==> src/rtl/enhanced_clock_victim_select_macros.svh <==
// ---------------------------------------------------------------------------
// Assertion macros for the clock victim selector
// Shared immediate-style wrappers around concurrent properties.
// ---------------------------------------------------------------------------
`ifndef ENHANCED_CLOCK_VICTIM_SELECT_MACROS_SVH
`define ENHANCED_CLOCK_VICTIM_SELECT_MACROS_SVH

// Consequent must hold in the same cycle as the antecedent.
`define ECVS_ASSERT_NOW(label, clk, rst, ante, cons, msg) \
  label: assert property (@(posedge clk) disable iff (rst) (ante) |-> (cons)) \
    else $error(msg);

// Consequent must hold in the cycle after the antecedent.
`define ECVS_ASSERT_NEXT(label, clk, rst, ante, cons, msg) \
  label: assert property (@(posedge clk) disable iff (rst) (ante) |=> (cons)) \
    else $error(msg);

`endif

==> src/rtl/ecvs_pkg.sv <==
// ---------------------------------------------------------------------------
// ecvs_pkg
// Widths, codes and controller/datapath interface types of the selector.
// ---------------------------------------------------------------------------
`default_nettype none

package ecvs_pkg;

  localparam int FRAME_W        = 6;
  localparam int COUNT_W        = 7;
  localparam int MAX_FRAMES_DEF = 64;

  localparam logic [COUNT_W-1:0] FRAME_COUNT_RST = 7'd64;

  // Request codes on the action field
  localparam logic ACT_REF    = 1'b0;
  localparam logic ACT_VICTIM = 1'b1;

  // Commands from the controller to the datapath
  typedef struct packed {
    logic clr_step;     // zero one entry of the bit memories, advance sweep
    logic ref_wr;       // take a reference request, post an empty result
    logic vic_start;    // take a victim request, aim the scan at the hand
    logic scan_step;    // issue the next read of the scan
    logic pass2_start;  // restart the scan at the start frame
    logic clear_use;    // drop the use bit of the frame just read
    logic latch_victim; // hold the frame just read as the victim
    logic finish;       // retire the victim, move the hand, post the result
  } cmd_t;

  // Status from the datapath to the controller
  typedef struct packed {
    logic clr_last;     // sweep is at the last entry
    logic out_free;     // output register can take a result this cycle
    logic dv;           // read data belongs to the current scan
    logic cand_clean;   // read frame has use and modified bits clear
    logic cand_use;     // read frame has its use bit clear
    logic pass_end;     // read frame is the last of the first pass
  } stat_t;

endpackage

`default_nettype wire

==> src/rtl/ecvs_ctrl.sv <==
// ---------------------------------------------------------------------------
// ecvs_ctrl
// Sequencer for the clear sweep, references and the two victim passes.
// ---------------------------------------------------------------------------
`default_nettype none

module ecvs_ctrl (
  input  wire logic          clk,
  input  wire logic          rst,
  input  wire logic          in_valid,
  input  wire logic          action,
  output logic               in_stall,
  input  wire ecvs_pkg::stat_t st,
  output ecvs_pkg::cmd_t     cmd
);

  typedef enum logic [2:0] {
    S_CLEAR,
    S_IDLE,
    S_PASS1,
    S_PASS2,
    S_FIN
  } state_t;

  state_t state;
  state_t state_next;
  logic   accept;

  assign in_stall = !((state == S_IDLE) && st.out_free);
  assign accept   = in_valid && !in_stall;

  always_comb begin
    cmd        = '0;
    state_next = state;
    unique case (state)
      S_CLEAR: begin
        cmd.clr_step = 1'b1;
        if (st.clr_last) begin
          state_next = S_IDLE;
        end
      end
      S_IDLE: begin
        if (accept) begin
          if (action == ecvs_pkg::ACT_REF) begin
            cmd.ref_wr = 1'b1;
          end else begin
            cmd.vic_start = 1'b1;
            state_next    = S_PASS1;
          end
        end
      end
      S_PASS1: begin
        if (st.cand_clean) begin
          cmd.latch_victim = 1'b1;
          state_next       = S_FIN;
        end else if (st.pass_end) begin
          cmd.pass2_start = 1'b1;
          state_next      = S_PASS2;
        end else begin
          cmd.scan_step = 1'b1;
        end
      end
      S_PASS2: begin
        if (st.cand_use) begin
          cmd.latch_victim = 1'b1;
          state_next       = S_FIN;
        end else begin
          cmd.scan_step = 1'b1;
          cmd.clear_use = st.dv;
        end
      end
      S_FIN: begin
        if (st.out_free) begin
          cmd.finish = 1'b1;
          state_next = S_IDLE;
        end
      end
      default: begin
        state_next = S_CLEAR;
      end
    endcase
  end

  always_ff @(posedge clk) begin
    if (rst) begin
      state <= S_CLEAR;
    end else begin
      state <= state_next;
    end
  end

endmodule

`default_nettype wire

==> src/rtl/ecvs_dp.sv <==
// ---------------------------------------------------------------------------
// ecvs_dp
// Use/modified bit memories, clock hand, scan pointer and result register.
// ---------------------------------------------------------------------------
`default_nettype none

`include "enhanced_clock_victim_select_macros.svh"

module ecvs_dp #(
  parameter int MAX_FRAMES = ecvs_pkg::MAX_FRAMES_DEF
) (
  input  wire logic                          clk,
  input  wire logic                          rst,
  input  wire ecvs_pkg::cmd_t                cmd,
  output ecvs_pkg::stat_t                    st,
  input  wire logic [ecvs_pkg::FRAME_W-1:0]  frame,
  input  wire logic                          is_write,
  input  wire logic                          cfg_we,
  input  wire logic [ecvs_pkg::COUNT_W-1:0]  cfg_data,
  output logic                               out_valid,
  input  wire logic                          out_stall,
  output logic                               victim_valid,
  output logic [ecvs_pkg::FRAME_W-1:0]       victim_frame,
  output logic                               victim_dirty
);

  localparam int IW = (MAX_FRAMES > 1) ? $clog2(MAX_FRAMES) : 1;
  localparam int NW = $clog2(MAX_FRAMES + 1);
  localparam int CW = (NW > ecvs_pkg::COUNT_W) ? NW : ecvs_pkg::COUNT_W;
  localparam int WW = (NW > ecvs_pkg::FRAME_W) ? NW : ecvs_pkg::FRAME_W;
  localparam logic [IW-1:0] LAST_IDX = IW'(MAX_FRAMES - 1);

  // Bring a raw frame count into 1..MAX_FRAMES
  function automatic logic [NW-1:0] clamp_count(input logic [ecvs_pkg::COUNT_W-1:0] fc);
    logic [NW-1:0] r;
    if (fc == '0) begin
      r = NW'(1);
    end else if (CW'(fc) > CW'(MAX_FRAMES)) begin
      r = NW'(MAX_FRAMES);
    end else begin
      r = NW'(fc);
    end
    return r;
  endfunction

  logic            use_mem [MAX_FRAMES];
  logic            mod_mem [MAX_FRAMES];

  logic [NW-1:0]   n;
  logic [IW-1:0]   hand;
  logic [IW-1:0]   ptr;
  logic [IW-1:0]   start;
  logic [IW-1:0]   cur;
  logic [NW-1:0]   cnt;
  logic            dv;
  logic            use_q;
  logic            mod_q;
  logic            use_byp;
  logic            mod_byp;
  logic            use_bd;
  logic            mod_bd;
  logic [IW-1:0]   vic;
  logic            vic_dirty;

  logic            use_we;
  logic [IW-1:0]   use_wa;
  logic            use_wd;
  logic            mod_we;
  logic [IW-1:0]   mod_wa;
  logic            mod_wd;

  logic            rd_use;
  logic            rd_mod;
  logic            in_range;
  logic [IW-1:0]   start_next;
  logic [IW-1:0]   ptr_inc;
  logic [IW-1:0]   vic_inc;

  function automatic logic [IW-1:0] next_idx(input logic [IW-1:0] f, input logic [NW-1:0] cnt_n);
    logic [NW:0] s;
    s = (NW + 1)'(f) + (NW + 1)'(1);
    return (s >= (NW + 1)'(cnt_n)) ? '0 : IW'(s);
  endfunction

  assign rd_use     = use_byp ? use_bd : use_q;
  assign rd_mod     = mod_byp ? mod_bd : mod_q;
  assign in_range   = WW'(frame) < WW'(n);
  assign start_next = (NW'(hand) < n) ? hand : '0;
  assign ptr_inc    = next_idx(ptr, n);
  assign vic_inc    = next_idx(vic, n);

  assign st.clr_last   = (ptr == LAST_IDX);
  assign st.out_free   = !out_valid || !out_stall;
  assign st.dv         = dv;
  assign st.cand_clean = dv && !rd_use && !rd_mod;
  assign st.cand_use   = dv && !rd_use;
  assign st.pass_end   = dv && (cnt == n - NW'(1));

  // Write port selection: one write per memory per cycle
  always_comb begin
    use_we = 1'b0;
    use_wa = ptr;
    use_wd = 1'b0;
    mod_we = 1'b0;
    mod_wa = ptr;
    mod_wd = 1'b0;
    if (cmd.clr_step) begin
      use_we = 1'b1;
      mod_we = 1'b1;
    end else if (cmd.ref_wr) begin
      use_we = in_range;
      use_wa = IW'(frame);
      use_wd = 1'b1;
      mod_we = in_range && is_write;
      mod_wa = IW'(frame);
      mod_wd = 1'b1;
    end else if (cmd.clear_use) begin
      use_we = 1'b1;
      use_wa = cur;
    end else if (cmd.finish) begin
      use_we = 1'b1;
      use_wa = vic;
      mod_we = 1'b1;
      mod_wa = vic;
    end
  end

  always_ff @(posedge clk) begin
    if (use_we) begin
      use_mem[use_wa] <= use_wd;
    end
    if (mod_we) begin
      mod_mem[mod_wa] <= mod_wd;
    end
  end

  // Registered read at the scan pointer, with forwarding of a same-cycle write
  always_ff @(posedge clk) begin
    use_q   <= use_mem[ptr];
    mod_q   <= mod_mem[ptr];
    use_byp <= use_we && (use_wa == ptr);
    mod_byp <= mod_we && (mod_wa == ptr);
    use_bd  <= use_wd;
    mod_bd  <= mod_wd;
    cur     <= ptr;
  end

  always_ff @(posedge clk) begin
    if (rst) begin
      n         <= clamp_count(ecvs_pkg::FRAME_COUNT_RST);
      hand      <= '0;
      ptr       <= '0;
      start     <= '0;
      cnt       <= '0;
      dv        <= 1'b0;
      out_valid <= 1'b0;
    end else begin
      if (cfg_we) begin
        n <= clamp_count(cfg_data);
      end
      if (cmd.clr_step) begin
        ptr <= cmd.clr_step && (ptr == LAST_IDX) ? '0 : ptr + IW'(1);
      end else if (cmd.vic_start) begin
        ptr   <= start_next;
        start <= start_next;
        cnt   <= '0;
        dv    <= 1'b0;
      end else if (cmd.pass2_start) begin
        ptr <= start;
        cnt <= '0;
        dv  <= 1'b0;
      end else if (cmd.scan_step) begin
        ptr <= ptr_inc;
        dv  <= 1'b1;
        if (dv) begin
          cnt <= cnt + NW'(1);
        end
      end
      if (cmd.finish) begin
        hand <= vic_inc;
      end
      if (cmd.ref_wr || cmd.finish) begin
        out_valid <= 1'b1;
      end else if (!out_stall) begin
        out_valid <= 1'b0;
      end
    end
  end

  always_ff @(posedge clk) begin
    if (cmd.latch_victim) begin
      vic       <= cur;
      vic_dirty <= rd_mod;
    end
    if (cmd.ref_wr) begin
      victim_valid <= 1'b0;
      victim_frame <= '0;
      victim_dirty <= 1'b0;
    end else if (cmd.finish) begin
      victim_valid <= 1'b1;
      victim_frame <= ecvs_pkg::FRAME_W'(vic);
      victim_dirty <= vic_dirty;
    end
  end

  `ECVS_ASSERT_NOW(a_no_overwrite, clk, rst, cmd.ref_wr || cmd.finish, st.out_free, "result lost")
  `ECVS_ASSERT_NEXT(a_hand_in_range, clk, rst, cmd.finish, NW'(hand) < n, "hand out of range")
  `ECVS_ASSERT_NOW(a_clear_on_data, clk, rst, cmd.clear_use, dv, "clear without data")
  `ECVS_ASSERT_NOW(a_victim_use_clear, clk, rst, cmd.latch_victim, dv && !rd_use, "victim in use")

endmodule

`default_nettype wire

==> src/rtl/enhanced_clock_victim_select.sv <==
// Clock victim selector. Holds a use bit and a modified bit for each of up to
// MAX_FRAMES physical frames, plus a clock hand. A reference request
// (action 0) marks its frame used, and modified on a write; frames at or above
// the active count are ignored. Every reference yields one result with
// victim_valid low and the other fields zero, posted to the output register
// the cycle after acceptance. A victim request (action 1) first sweeps the
// active frames once from the hand for a frame that is neither used nor
// modified; failing that, it sweeps again from the same start, dropping use
// bits as it passes, and takes the first frame with its use bit clear. The
// victim comes back with its modified bit, both of its bits are cleared and
// the hand moves to the frame after it. The bit memories have a single read
// port, so the scan inspects one frame per clock. The active frame count is
// the clamped frame_count, 1..MAX_FRAMES. After reset the block sweeps all
// MAX_FRAMES entries of both memories to zero and stalls input meanwhile.
// frame_count is written through the cfg channel, which is always ready;
// write it only while no request is in flight.
// ---------------------------------------------------------------------------
// enhanced_clock_victim_select
// Top level: controller and datapath of the second-chance victim selector.
// ---------------------------------------------------------------------------
`default_nettype none

module enhanced_clock_victim_select #(
  parameter int MAX_FRAMES = ecvs_pkg::MAX_FRAMES_DEF
) (
  input  wire logic                          clk,
  input  wire logic                          rst,
  // request channel
  input  wire logic                          in_valid,
  output logic                               in_stall,
  input  wire logic                          action,
  input  wire logic [ecvs_pkg::FRAME_W-1:0]  frame,
  input  wire logic                          is_write,
  // result channel
  output logic                               out_valid,
  input  wire logic                          out_stall,
  output logic                               victim_valid,
  output logic [ecvs_pkg::FRAME_W-1:0]       victim_frame,
  output logic                               victim_dirty,
  // frame_count write channel
  input  wire logic                          cfg_valid,
  output logic                               cfg_ready,
  input  wire logic [ecvs_pkg::COUNT_W-1:0]  cfg_data
);

  ecvs_pkg::cmd_t  cmd;
  ecvs_pkg::stat_t st;

  // Register writes never wait; the new count takes effect next cycle
  assign cfg_ready = 1'b1;

  ecvs_ctrl u_ctrl (
    .clk      (clk),
    .rst      (rst),
    .in_valid (in_valid),
    .action   (action),
    .in_stall (in_stall),
    .st       (st),
    .cmd      (cmd)
  );

  ecvs_dp #(
    .MAX_FRAMES (MAX_FRAMES)
  ) u_dp (
    .clk          (clk),
    .rst          (rst),
    .cmd          (cmd),
    .st           (st),
    .frame        (frame),
    .is_write     (is_write),
    .cfg_we       (cfg_valid && cfg_ready),
    .cfg_data     (cfg_data),
    .out_valid    (out_valid),
    .out_stall    (out_stall),
    .victim_valid (victim_valid),
    .victim_frame (victim_frame),
    .victim_dirty (victim_dirty)
  );

endmodule

`default_nettype wire
==> config.mk <==
export PLATFORM = sky130hd
export DESIGN_NAME = enhanced_clock_victim_select
export DESIGN_NICKNAME = d
export VERILOG_FILES = /design/src/rtl/ecvs_pkg.sv /design/src/rtl/ecvs_ctrl.sv /design/src/rtl/ecvs_dp.sv /design/src/rtl/enhanced_clock_victim_select.sv
export VERILOG_INCLUDE_DIRS = /design/src /design/src/rtl
export SDC_FILE = /design/constraint.sdc
export NUM_CORES = 1
export LEC_CHECK = 0
export ABC_CLOCK_PERIOD_IN_PS = 5000
export BUFFER_PORTS_ARGS = -buffer_cell sky130_fd_sc_hd__buf_2
export CELL_PAD_IN_SITES_DETAIL_PLACEMENT = 0
export CELL_PAD_IN_SITES_GLOBAL_PLACEMENT = 1
export CORE_UTILIZATION = 55
export CTS_BUF_LIST = sky130_fd_sc_hd__clkbuf_8
export CTS_CLUSTER_DIAMETER = 120
export DETAILED_ROUTE_END_ITERATION = 10
export GPL_TIMING_DRIVEN = 0
export PLACE_DENSITY_LB_ADDON = 0.3
export SLEW_MARGIN = 20
export SYNTH_ARGS = -nofsm -noshare
export SYNTH_HDL_FRONTEND = slang
export SYNTH_SLANG_ARGS = --single-unit
==> constraint.sdc <==
create_clock -name clk -period 5 [get_ports clk]
set_input_delay 0.5 -clock clk [delete_from_list [all_inputs] [get_ports clk]]
set_output_delay 0.5 -clock clk [all_outputs]
set_load 0.05 [all_outputs]
==> impl_metrics.csv, run 1 <==
group,metric,value,unit
cells_and_area,final_area,10500,µm²
sta,period_needed,3.70,ns
cells_and_area,final_cell_mix,"edfxtp_1 (135), nor2_1 (120), dfxtp_1 (56)",
detailed_routing,wl_per_cell,22.1,µm
synthesis,synth_top_area_share,41.6,%
pwr,internal_power,2.19,mW
clock_network,cts_htree_levels,4,
die,fp.dieArea,18200,µm²
worst_setup_path,critPathTopFamily,"compound AO/OA/AOI/OAI gates",
clock_network,insertion_delay,0.48,ns
sta,finalSetupTns,0,ns
pwr,power.leakage,3.30,nW
synthesis,synth_fp_nets,890,
global_route,antenna_found_initial,0,
synthesis,synth_seq_cells,191,
cells_and_area,drive_above_1_share,16.4,%
worst_setup_path,critPathSlowestCell,"buf_1",
cells_and_area,final_nets,938,
detailed_routing,via_per_inst,6.31,
synthesis,ys_warn_count,0,
global_route,grt_max_degree,139,
clock_network,cts-root-buf,"clkbuf_8",
clock_network,tritoncts,"built",
synthesis,synth_edf_count,135,
clock_network,clock_path_buffers,2,
pwr,netSwitchingFraction,27.7,%
synthesis,yosysTopAreaCell,"edfxtp_1",
cells_and_area,area_growth_syn_to_layout,8.34,%
sta,max_freq,270,MHz
place,port_buffers,29,
cells_and_area,num-fill-cells,1450,
global_route,grt_pass1_vias,6975,
job,cap_violations,0,
clock_network,numCtsBuffers,17,
pwr,p_sw,0.840,mW
pwr,total_power,3.03,mW
synthesis,synth.distinct_cells,74,
outcome,status,"finished clean",
clock_network,clk_pin_slew,0.10,ns
worst_setup_path,worstSetupEndpointType,"flip-flop",
die,core_area,17300,µm²
cells_and_area,n_antenna_cell,0,
die,die_w,135,µm
die,ioPinCount,31,
sta,period_share,74.0,%
worst_setup_path,crit_path_max_fanout,10,
sta,slew_headroom,38.8,%
die,die_height,135,µm
worst_setup_path,crit_type,"reg2reg",
cells_and_area,seqCellArea,5170,µm²
sta,fin_skew,0.0164,ns
detailed_routing,drtAntennaViolNets,0,
detailed_routing,remaining_drc_errors,0,
synthesis,netlist_area,9740,µm²
die,initial_core_util,56.3,%
place,preCtsSetupSlack,1.15,ns
synthesis,ys.flop_type,"edfxtp_1",
worst_setup_path,worstPathRequired,5.37,ns
die,fp-row-count,48,
clock_network,hold_buffers,0,
synthesis,synthArstFlopShare,0,%
worst_setup_path,crit_chain,"clkbuf_1, buf_1, and3_1, nand3_1, xnor2_1, ha_1, a21o_1, a221oi_1, o21a_1, nand2_1, o21ai_2, nand2_1, a311oi_1",
place,gp_congestion,0.904,
global_route,globalRouteOverflowTotal,0,
clock_network,clock-sinks,191,
synthesis,avgSynthCellArea,11.6,µm²
sta,slew_violations,0,
clock_network,cts_resized,0,
global_route,grtUsageTotal,29.2,%
hold_path,hp-class,"in2reg",
cells_and_area,final_core_util,61.0,%
sta,setup_violations,0,
sta,hold_viol,0,
detailed_routing,drt_pre_antenna_iters,5,
pwr,p_per_area,287,nW/µm²
sta,grt_setup_unrepaired,"false",
pwr,power_frac_seq,56.6,%
place,place_area,10200,µm²
pwr,clkPwrFrac,32.2,%
clock_network,post-cts-setup-buffers,0,
worst_setup_path,worstPathArrival,4.07,ns
cells_and_area,final_common_cell,"edfxtp_1",
detailed_routing,wl,24900,µm
detailed_routing,vias,7122,
synthesis,netlist_top_cells_area,"edfxtp_1 (42%), dfxtp_1 (12%), mux4_2 (9.7%)",
sta,worst_slew_pin_slew,0.919,ns
worst_setup_path,crit_top_cell,"nand2_1",
cells_and_area,multi_input_area,4200,µm²
worst_setup_path,critPathBufInv,2,
global_route,grt_pass1_wl,39200,µm
pwr,ir_drop,0.000265,V
worst_setup_path,startpoint_type,"flip-flop",
synthesis,syn_inst,842,
worst_setup_path,cp_slowest_stage_delay,0.68,ns
detailed_routing,drt_iter0_markers,658,
place,dpl.hpwl,17500,µm
sta,fin_ws,1.30,ns
synthesis,seq_area_frac_synth,53.1,%
pwr,combPwrFrac,11.2,%
## Yosys cell counts, types with 3 or more instances
cell type and instances:
nand3_1 26, buf_4 3, edfxtp_1 135, nor2b_1 5, o21a_1 4, o211ai_1 6
or2_2 4, xnor2_1 13, nor2_1 120, nand2_1 54, nand4_1 6, mux4_2 42
or3_1 7, and2_1 8, nor3_1 25, a221oi_1 5, a211oi_1 8, dfxtp_1 56
o22ai_1 10, a31oi_1 5, inv_1 20, a21o_1 11, a22oi_1 8, ha_1 28
o21ai_0 19, xor2_1 13, clkbuf_1 30, nor4_1 51, a21oi_1 23, and3_1 9
buf_1 8, buf_6 4, buf_2 15, nand2b_1 8, mux2i_1 4
## logic make-up (layout without fill, tap and decap cells)
group,Yosys count,in the layout,synth area share (%)
AO/OA/AOI/OAI,128,128,9.45
XOR/XNOR,27,27,2.57
adder cells (fa/ha/maj),28,28,3.60
buffers and inverters,82,143,3.79
flip-flops,191,191,53.1
multiplexers,47,47,10.2
other,1,1,0.0385
AND/OR/NAND/NOR,338,338,17.2
## layout make-up
type                    instances  share of cell area, %
flip-flops and latches        191                   49.1
multi-input cells             569                   39.8
plain buffers                  61                   2.75
well taps                     225                   2.67
clock buffers                  17                   2.22
clock inverters                15                   1.39
repair buffers                 29                   1.38
inverters                      21                  0.747
## sequential cells by signal, indices dropped and copies added (netlist names), 3 cells and up
register and count:
u_dp.mod_mem 64, u_dp.start 6, u_dp.cur 6, u_dp.vic 6, u_dp.use_mem 64, u_dp.ptr 6
u_dp.cnt 7, u_ctrl.state 3, u_dp.victim_frame 6, u_dp.n 7, u_dp.hand 6
## through the flow
stage | hold slack, ns | instances
finish | 0.351 | 1128
global route | 0.353 | 1128
CTS | 0.332 | 1128
detailed placement | 0.333 | 1096
global placement | 0.336 | 1096
floorplan | 0.326 | 842
## final timing paths
check                           slack [ns]         from  depth (start not counted)           to
worst max-delay path                  1.30  u_dp.ptr[0]                         13  u_dp.ptr[5]
worst min-delay path                  0.35  cfg_data[6]                          3    u_dp.n[6]
worst max register to register        1.30  u_dp.ptr[0]                         13  u_dp.ptr[5]
worst min register to register        0.36  u_dp.ptr[2]                          0  u_dp.cur[2]
## worst reg2reg max path, stage by stage, from the launching register on
cell	delay [ns]
dfxtp_1	0.45
clkbuf_1	0.20
buf_1	0.68
and3_1	0.27
nand3_1	0.09
xnor2_1	0.30
ha_1	0.30
a21o_1	0.16
a221oi_1	0.28
o21a_1	0.20
nand2_1	0.09
o21ai_2	0.21
nand2_1	0.09
a311oi_1	0.29
## power groups by stage
stage	clock, mW	combinational (mW)	sequential, mW
floorplan	0	0.228	1.75
global placement	0	0.330	1.75
detailed placement	0	0.335	1.75
CTS	0.987	0.336	1.72
global route	1.05	0.364	1.72
finish	0.977	0.340	1.72
## per-layer routing
metal	track usage, %	vias up	part of all wire [%]
met1	37.5	3504	40
li1	-	3278	-
met2	49.7	300	51
met5	0	-	0
met4	8.61	0	2.1
met3	6.23	40	7.0
Power figures use the tool's default switching activity.
==> inputs of run 2 (changes only) <==
--- a/config.mk
+++ b/config.mk
@@ -6,11 +6,11 @@
 export SDC_FILE = /design/constraint.sdc
 export NUM_CORES = 1
 export LEC_CHECK = 0
-export ABC_CLOCK_PERIOD_IN_PS = 5000
+export ABC_CLOCK_PERIOD_IN_PS = 3700
 export BUFFER_PORTS_ARGS = -buffer_cell sky130_fd_sc_hd__buf_2
 export CELL_PAD_IN_SITES_DETAIL_PLACEMENT = 0
 export CELL_PAD_IN_SITES_GLOBAL_PLACEMENT = 1
-export CORE_UTILIZATION = 55
+export CORE_UTILIZATION = 53
 export CTS_BUF_LIST = sky130_fd_sc_hd__clkbuf_8
 export CTS_CLUSTER_DIAMETER = 120
 export DETAILED_ROUTE_END_ITERATION = 10
==> constraint.sdc (replaced) <==
create_clock -name clk -period 3.7 [get_ports clk]
set_input_delay 0.37 -clock clk [delete_from_list [all_inputs] [get_ports clk]]
set_output_delay 0.37 -clock clk [all_outputs]
set_load 0.05 [all_outputs]
==> run 2 against run 1 <==
Net effect: via count down 1.4%; critical endpoint unchanged; cell count up 0.27%; utilization down 2.0 points; critical path type unchanged; critical path depth unchanged; global-route usage down 0.70 points.
==> impl_metrics.csv, run 2 (synthesized netlist as in run 1, its figures left out) <==
group,metric,value,unit
sta,worst_slew_pin_slew,1.05,ns
worst_setup_path,rr_startpoint,"u_dp.ptr[1]",
worst_setup_path,crit_path_max_fanout,10,
detailed_routing,via_per_inst,6.21,
die,die_w,138,µm
die,fp-row-count,49,
sta,period_share,93.5,%
sta,max_freq,289,MHz
cells_and_area,final_common_cell,"edfxtp_1",
clock_network,insertion_delay,0.50,ns
cells_and_area,fin_cells,1131,
die,ioPinCount,31,
global_route,grt_use_met2,46.4,%
detailed_routing,vias,7019,
clock_network,cts-root-buf,"clkbuf_8",
clock_network,clock_path_buffers,2,
global_route,met1_usage,36.1,%
outcome,status,"finished clean",
global_route,globalRouteOverflowTotal,0,
global_route,grt_max_degree,139,
sta,slew_headroom,29.5,%
place,port_buffers,29,
global_route,grtUsageTotal,28.5,%
worst_setup_path,worstSetupEndpointType,"flip-flop",
cells_and_area,final_core_util,59.0,%
sta,grt_setup_unrepaired,"false",
worst_setup_path,startpoint_type,"flip-flop",
sta,period_needed,3.46,ns
pwr,ir_drop,0.000278,V
pwr,p_per_area,399,nW/µm²
die,core_area,18000,µm²
clock_network,clock-sinks,191,
worst_setup_path,r2r_slack,0.24,ns
cells_and_area,drive_above_1_share,16.6,%
sta,setup_violations,0,
worst_setup_path,reg2reg_depth,13,
hold_path,min_path_cells,3,
die,fp.dieArea,18900,µm²
cells_and_area,final_nets,937,
pwr,power.leakage,3.34,nW
worst_setup_path,crit_type,"reg2reg",
hold_path,hold_end,"u_dp.n[6]",
global_route,grt_pass1_vias,6798,
place,dp.cells,1100,
detailed_routing,drt_pre_antenna_iters,7,
worst_setup_path,worstPathArrival,3.84,ns
place,dpl.hpwl,17900,µm
job,cap_violations,0,
global_route,grt_pass1_wl,38500,µm
hold_path,hp-class,"in2reg",
place,preCtsSetupSlack,-0.0566,ns
die,initial_core_util,54.2,%
die,die_height,138,µm
global_route,top_usage_layer,"met2",
cells_and_area,reg_top3,"u_dp.mod_mem x64, u_dp.use_mem x64",
sta,slew_violations,0,
clock_network,post-cts-setup-buffers,0,
worst_setup_path,worstPathRequired,4.08,ns
detailed_routing,drt_iter0_markers,633,
clock_network,cts_htree_levels,4,
clock_network,numCtsBuffers,17,
detailed_routing,remaining_drc_errors,0,
sta,fin_skew,0.0228,ns
global_route,antenna_found_initial,0,
clock_network,tritoncts,"built",
hold_path,min_from,"cfg_data[6]",
cells_and_area,n_antenna_cell,0,
worst_setup_path,timing.rr.end,"u_dp.ptr[5]",
place,gp_congestion,0.895,
global_route,grt_use_met3,6.33,%
cells_and_area,final_cell_mix,"edfxtp_1 (135), nor2_1 (120), dfxtp_1 (56)",
detailed_routing,drtAntennaViolNets,0,
cells_and_area,area_growth_syn_to_layout,8.78,%
detailed_routing,wl,25200,µm
sta,fin_ws,0.242,ns
detailed_routing,wl_per_cell,22.3,µm
sta,hold_viol,0,
clock_network,clk_pin_slew,0.11,ns
## run 2: cell count changes in the layout (fill, tap and decap cells not counted), sizes merged
cell and change:
buf -2, clkbuf +1, clkinv -5, clkinvlp -1, inv +5, bufinv +1
## run 2: area by class of cell
| type | count | area (µm²) |
|---|---|---|
| well taps | 229 | 287 |
| clock inverters | 15 | 181 |
| fillers | 1508 | 7370 |
| multi-input cells | 569 | 4190 |
| plain buffers | 60 | 298 |
| repair buffers | 29 | 145 |
| inverters | 21 | 78.8 |
| flip-flops and latches | 191 | 5170 |
| clock buffers | 17 | 234 |
## run 2: per-stage QoR
step / cell area (µm²) / setup TNS [ns] / power, mW / hold WS [ns]
5_1_grt: 10600 / 0 / 4.35 / 0.232
4_1_cts: 10600 / 0 / 4.25 / 0.175
6_report: 10600 / 0 / 4.23 / 0.200
3_5_place_dp: 10200 / -0.322 / 2.83 / 0.332
2_1_floorplan: 9740 / 0 / 2.67 / 0.326
3_3_place_gp: 10200 / 0 / 2.82 / 0.336
## run 2: worst max-delay path, stage by stage, from the launching register on
cell and delay (ns):
dfxtp_1 0.40, buf_2 0.37, buf_2 0.36, and3_1 0.20, nand3_1 0.09, xnor2_1 0.27
ha_1 0.29, a21o_1 0.16, a221oi_1 0.30, o21a_1 0.20, nand2_1 0.09, o21ai_2 0.20
nand2_1 0.10, a311oi_1 0.31
## run 2: timing repair
action                                  CTS  global route
hold endpoints to repair                  0             0
gates cloned                              0             0
hold buffers                              0             0
resized for setup                         2             2
endpoints found under the setup margin   11            50
## run 2: worst max path at each step
stage	start	endpoint	slack (ns)	cells after the start
after floorplan	u_dp.out_valid	u_dp.use_mem[16]	0.84	10
after global placement	u_dp.ptr[0]	u_dp.ptr[5]	0.04	13
after detailed placement	u_ctrl.state[0]	u_dp.use_mem[50]	-0.06	10
after CTS	u_ctrl.state[0]	u_dp.use_mem[50]	0.06	10
after global routing	u_ctrl.state[0]	u_dp.use_mem[48]	0.01	10
final	u_dp.ptr[1]	u_dp.ptr[5]	0.24	13
## run 2: power by group
| group | switching [mW] | internal, mW | total [mW] | leakage [nW] |
|---|---|---|---|---|
| Combinational | 0.295 | 0.169 | 0.463 | 1.68 |
| Clock | 0.868 | 0.580 | 1.45 | 0.211 |
| Sequential | 0.0224 | 2.30 | 2.32 | 1.44 |
## run 2: layer usage
layer  vias to the layer above  wire length (µm)
met4                         0               869
li1                       3274                 -
met2                       270             12300
met5                         -                 0
met3                        60              1750
met1                      3415             10300
==> inputs of run 3 (changes only) <==
--- a/config.mk
+++ b/config.mk
@@ -10,6 +10,7 @@
 export BUFFER_PORTS_ARGS = -buffer_cell sky130_fd_sc_hd__buf_2
 export CELL_PAD_IN_SITES_DETAIL_PLACEMENT = 0
 export CELL_PAD_IN_SITES_GLOBAL_PLACEMENT = 1
+export CORE_MARGIN = 3
 export CORE_UTILIZATION = 53
 export CTS_BUF_LIST = sky130_fd_sc_hd__clkbuf_8
 export CTS_CLUSTER_DIAMETER = 120
==> run 3 against run 2 <==
Net effect: fmax grew 2.9%; largest cell class unchanged; largest power group unchanged; clock power fell by 8%; routed wire length decreased by 2.1%; non-clock buffer count did not move; sequential cell count is the same; register-to-register slack gained 0.096 ns; die area is 5.9% higher; sequential power is essentially flat.
==> impl_metrics.csv, run 3 (synthesized netlist as in run 1, its figures left out) <==
group,metric,value,unit
outcome,status,"finished clean",
worst_setup_path,worstPathArrival,3.75,ns
worst_setup_path,reg2reg_depth,13,
pwr,power.leakage,3.31,nW
sta,fin_ws,0.338,ns
sta,slew_violations,0,
pwr,ir_drop,0.000334,V
clock_network,clock-sinks,191,
place,place_area,10200,µm²
hold_path,hold_end,"u_dp.n[6]",
die,die_w,142,µm
die,core_area,17700,µm²
global_route,grt_use_met2,41.3,%
cells_and_area,reg_top3,"u_dp.mod_mem x64, u_dp.use_mem x64",
worst_setup_path,crit_chain,"buf_2, buf_2, and3_1, nand3_1, xnor2_1, ha_1, a21o_1, a221oi_1, o21a_1, nand2_1, o21ai_2, nand2_1, a311oi_1",
sta,setup_violations,0,
global_route,grtUsageTotal,25.2,%
worst_setup_path,worstSetupEndpointType,"flip-flop",
global_route,globalRouteOverflowTotal,0,
clock_network,cts_htree_levels,4,
sta,period_needed,3.36,ns
die,fp.dieArea,20000,µm²
cells_and_area,final_core_util,59.8,%
place,preCtsSetupSlack,0.0177,ns
sta,worst_slew_pin_slew,0.892,ns
global_route,grt_pass1_vias,6973,
die,fp-row-count,48,
worst_setup_path,r2r_slack,0.34,ns
detailed_routing,drt_pre_antenna_iters,5,
cells_and_area,final_common_cell,"edfxtp_1",
detailed_routing,wl_per_cell,21.9,µm
detailed_routing,wl,24700,µm
cells_and_area,drive_above_1_share,16.9,%
die,die_height,142,µm
clock_network,tritoncts,"built",
worst_setup_path,crit_path_max_fanout,10,
place,dp.cells,1096,
detailed_routing,vias,7162,
sta,slew_headroom,40.5,%
worst_setup_path,rr_startpoint,"u_dp.ptr[1]",
global_route,grt_use_met3,4.89,%
hold_path,min_path_cells,3,
global_route,grt_max_degree,139,
worst_setup_path,critPathTopFamily,"compound AO/OA/AOI/OAI gates",
worst_setup_path,startpoint_type,"flip-flop",
global_route,antenna_found_initial,0,
clock_network,numCtsBuffers,17,
worst_setup_path,crit_type,"reg2reg",
cells_and_area,final_nets,937,
worst_setup_path,critPathBufInv,2,
clock_network,hold_buffers,0,
worst_setup_path,cp_slowest_stage_delay,0.39,ns
cells_and_area,fin_cells,1127,
hold_path,min_from,"cfg_data[6]",
cells_and_area,final_area,10600,µm²
job,cap_violations,0,
global_route,grt_pass1_wl,38600,µm
pwr,p_per_area,389,nW/µm²
detailed_routing,drt_iter0_markers,701,
clock_network,cts-root-buf,"clkbuf_8",
sta,finalSetupTns,0,ns
cells_and_area,area_growth_syn_to_layout,8.38,%
place,dpl.hpwl,17100,µm
sta,max_freq,297,MHz
clock_network,clk_pin_slew,0.10,ns
sta,period_share,90.9,%
detailed_routing,drtAntennaViolNets,0,
cells_and_area,seqCellArea,5170,µm²
cells_and_area,n_antenna_cell,0,
worst_setup_path,timing.rr.end,"u_dp.ptr[5]",
cells_and_area,final_cell_mix,"edfxtp_1 (135), nor2_1 (120), dfxtp_1 (56)",
detailed_routing,remaining_drc_errors,0,
global_route,top_usage_layer,"met2",
sta,grt_setup_unrepaired,"false",
die,initial_core_util,55.1,%
clock_network,clock_path_buffers,2,
hold_path,hp-class,"in2reg",
detailed_routing,via_per_inst,6.35,
worst_setup_path,worstPathRequired,4.09,ns
place,gp_congestion,0.959,
sta,fin_skew,0.0148,ns
clock_network,insertion_delay,0.49,ns
cells_and_area,num-fill-cells,1457,
die,ioPinCount,31,
cells_and_area,multi_input_area,4200,µm²
sta,hold_viol,0,
global_route,met1_usage,33.5,%
worst_setup_path,critPathSlowestCell,"dfxtp_1",
place,port_buffers,29,
run 3: tightest hold or removal path, cell delays in order:
cell and delay [ns]:
buf_2 0.15, nand2_1 0.07, o211ai_1 0.07
run 3: what timing repair did:
| action | in CTS | in global routing |
|---|---|---|
| resized for setup | 0 | 7 |
| endpoints found under the setup margin | 0 | 68 |
| setup buffers | 0 | 0 |
run 3: worst max path at each step:
stage	startpoint	to	slack (ns)	cells past startpoint
5_1_grt	u_ctrl.state[2]	u_dp.use_mem[2]	0.08	11
2_1_floorplan	u_dp.out_valid	u_dp.use_mem[16]	0.84	10
4_1_cts	u_ctrl.state[0]	u_dp.use_mem[2]	0.02	10
3_5_place_dp	out_stall	u_dp.use_mem[50]	0.02	11
6_report	u_dp.ptr[1]	u_dp.ptr[5]	0.34	13
3_3_place_gp	out_stall	u_dp.use_mem[58]	0.12	11
run 3: power by group:
group	total [mW]	internal, mW	switching (mW)	leakage [nW]
clock	1.33	0.497	0.835	0.185
sequential	2.32	2.30	0.0228	1.44
combinational	0.455	0.168	0.287	1.69
run 3: cell type report:
| cell class | instances | area share [%] |
|---|---|---|
| Inverter | 21 | 0.747 |
| Clock buffer | 17 | 2.22 |
| Sequential cell | 191 | 49.0 |
| Tap cell | 225 | 2.67 |
| Timing Repair Buffer | 29 | 1.38 |
| Multi-Input combinational cell | 569 | 39.8 |
| Buffer | 60 | 2.83 |
| Clock inverter | 15 | 1.34 |
run 3: metrics by stage:
step / hold WS (ns) / power (mW)
detailed placement: 0.351 / 2.81
CTS: 0.196 / 4.11
global route: 0.221 / 4.25
global placement: 0.336 / 2.81
floorplan: 0.326 / 2.67
finish: 0.204 / 4.11
run 3: layer usage:
| metal | part of all wire, % | up-vias |
|---|---|---|
| met5 | 0 | - |
| met4 | 3.1 | 0 |
| met3 | 6.5 | 49 |
| met2 | 49 | 286 |
| met1 | 41 | 3540 |
| li1 | - | 3287 |
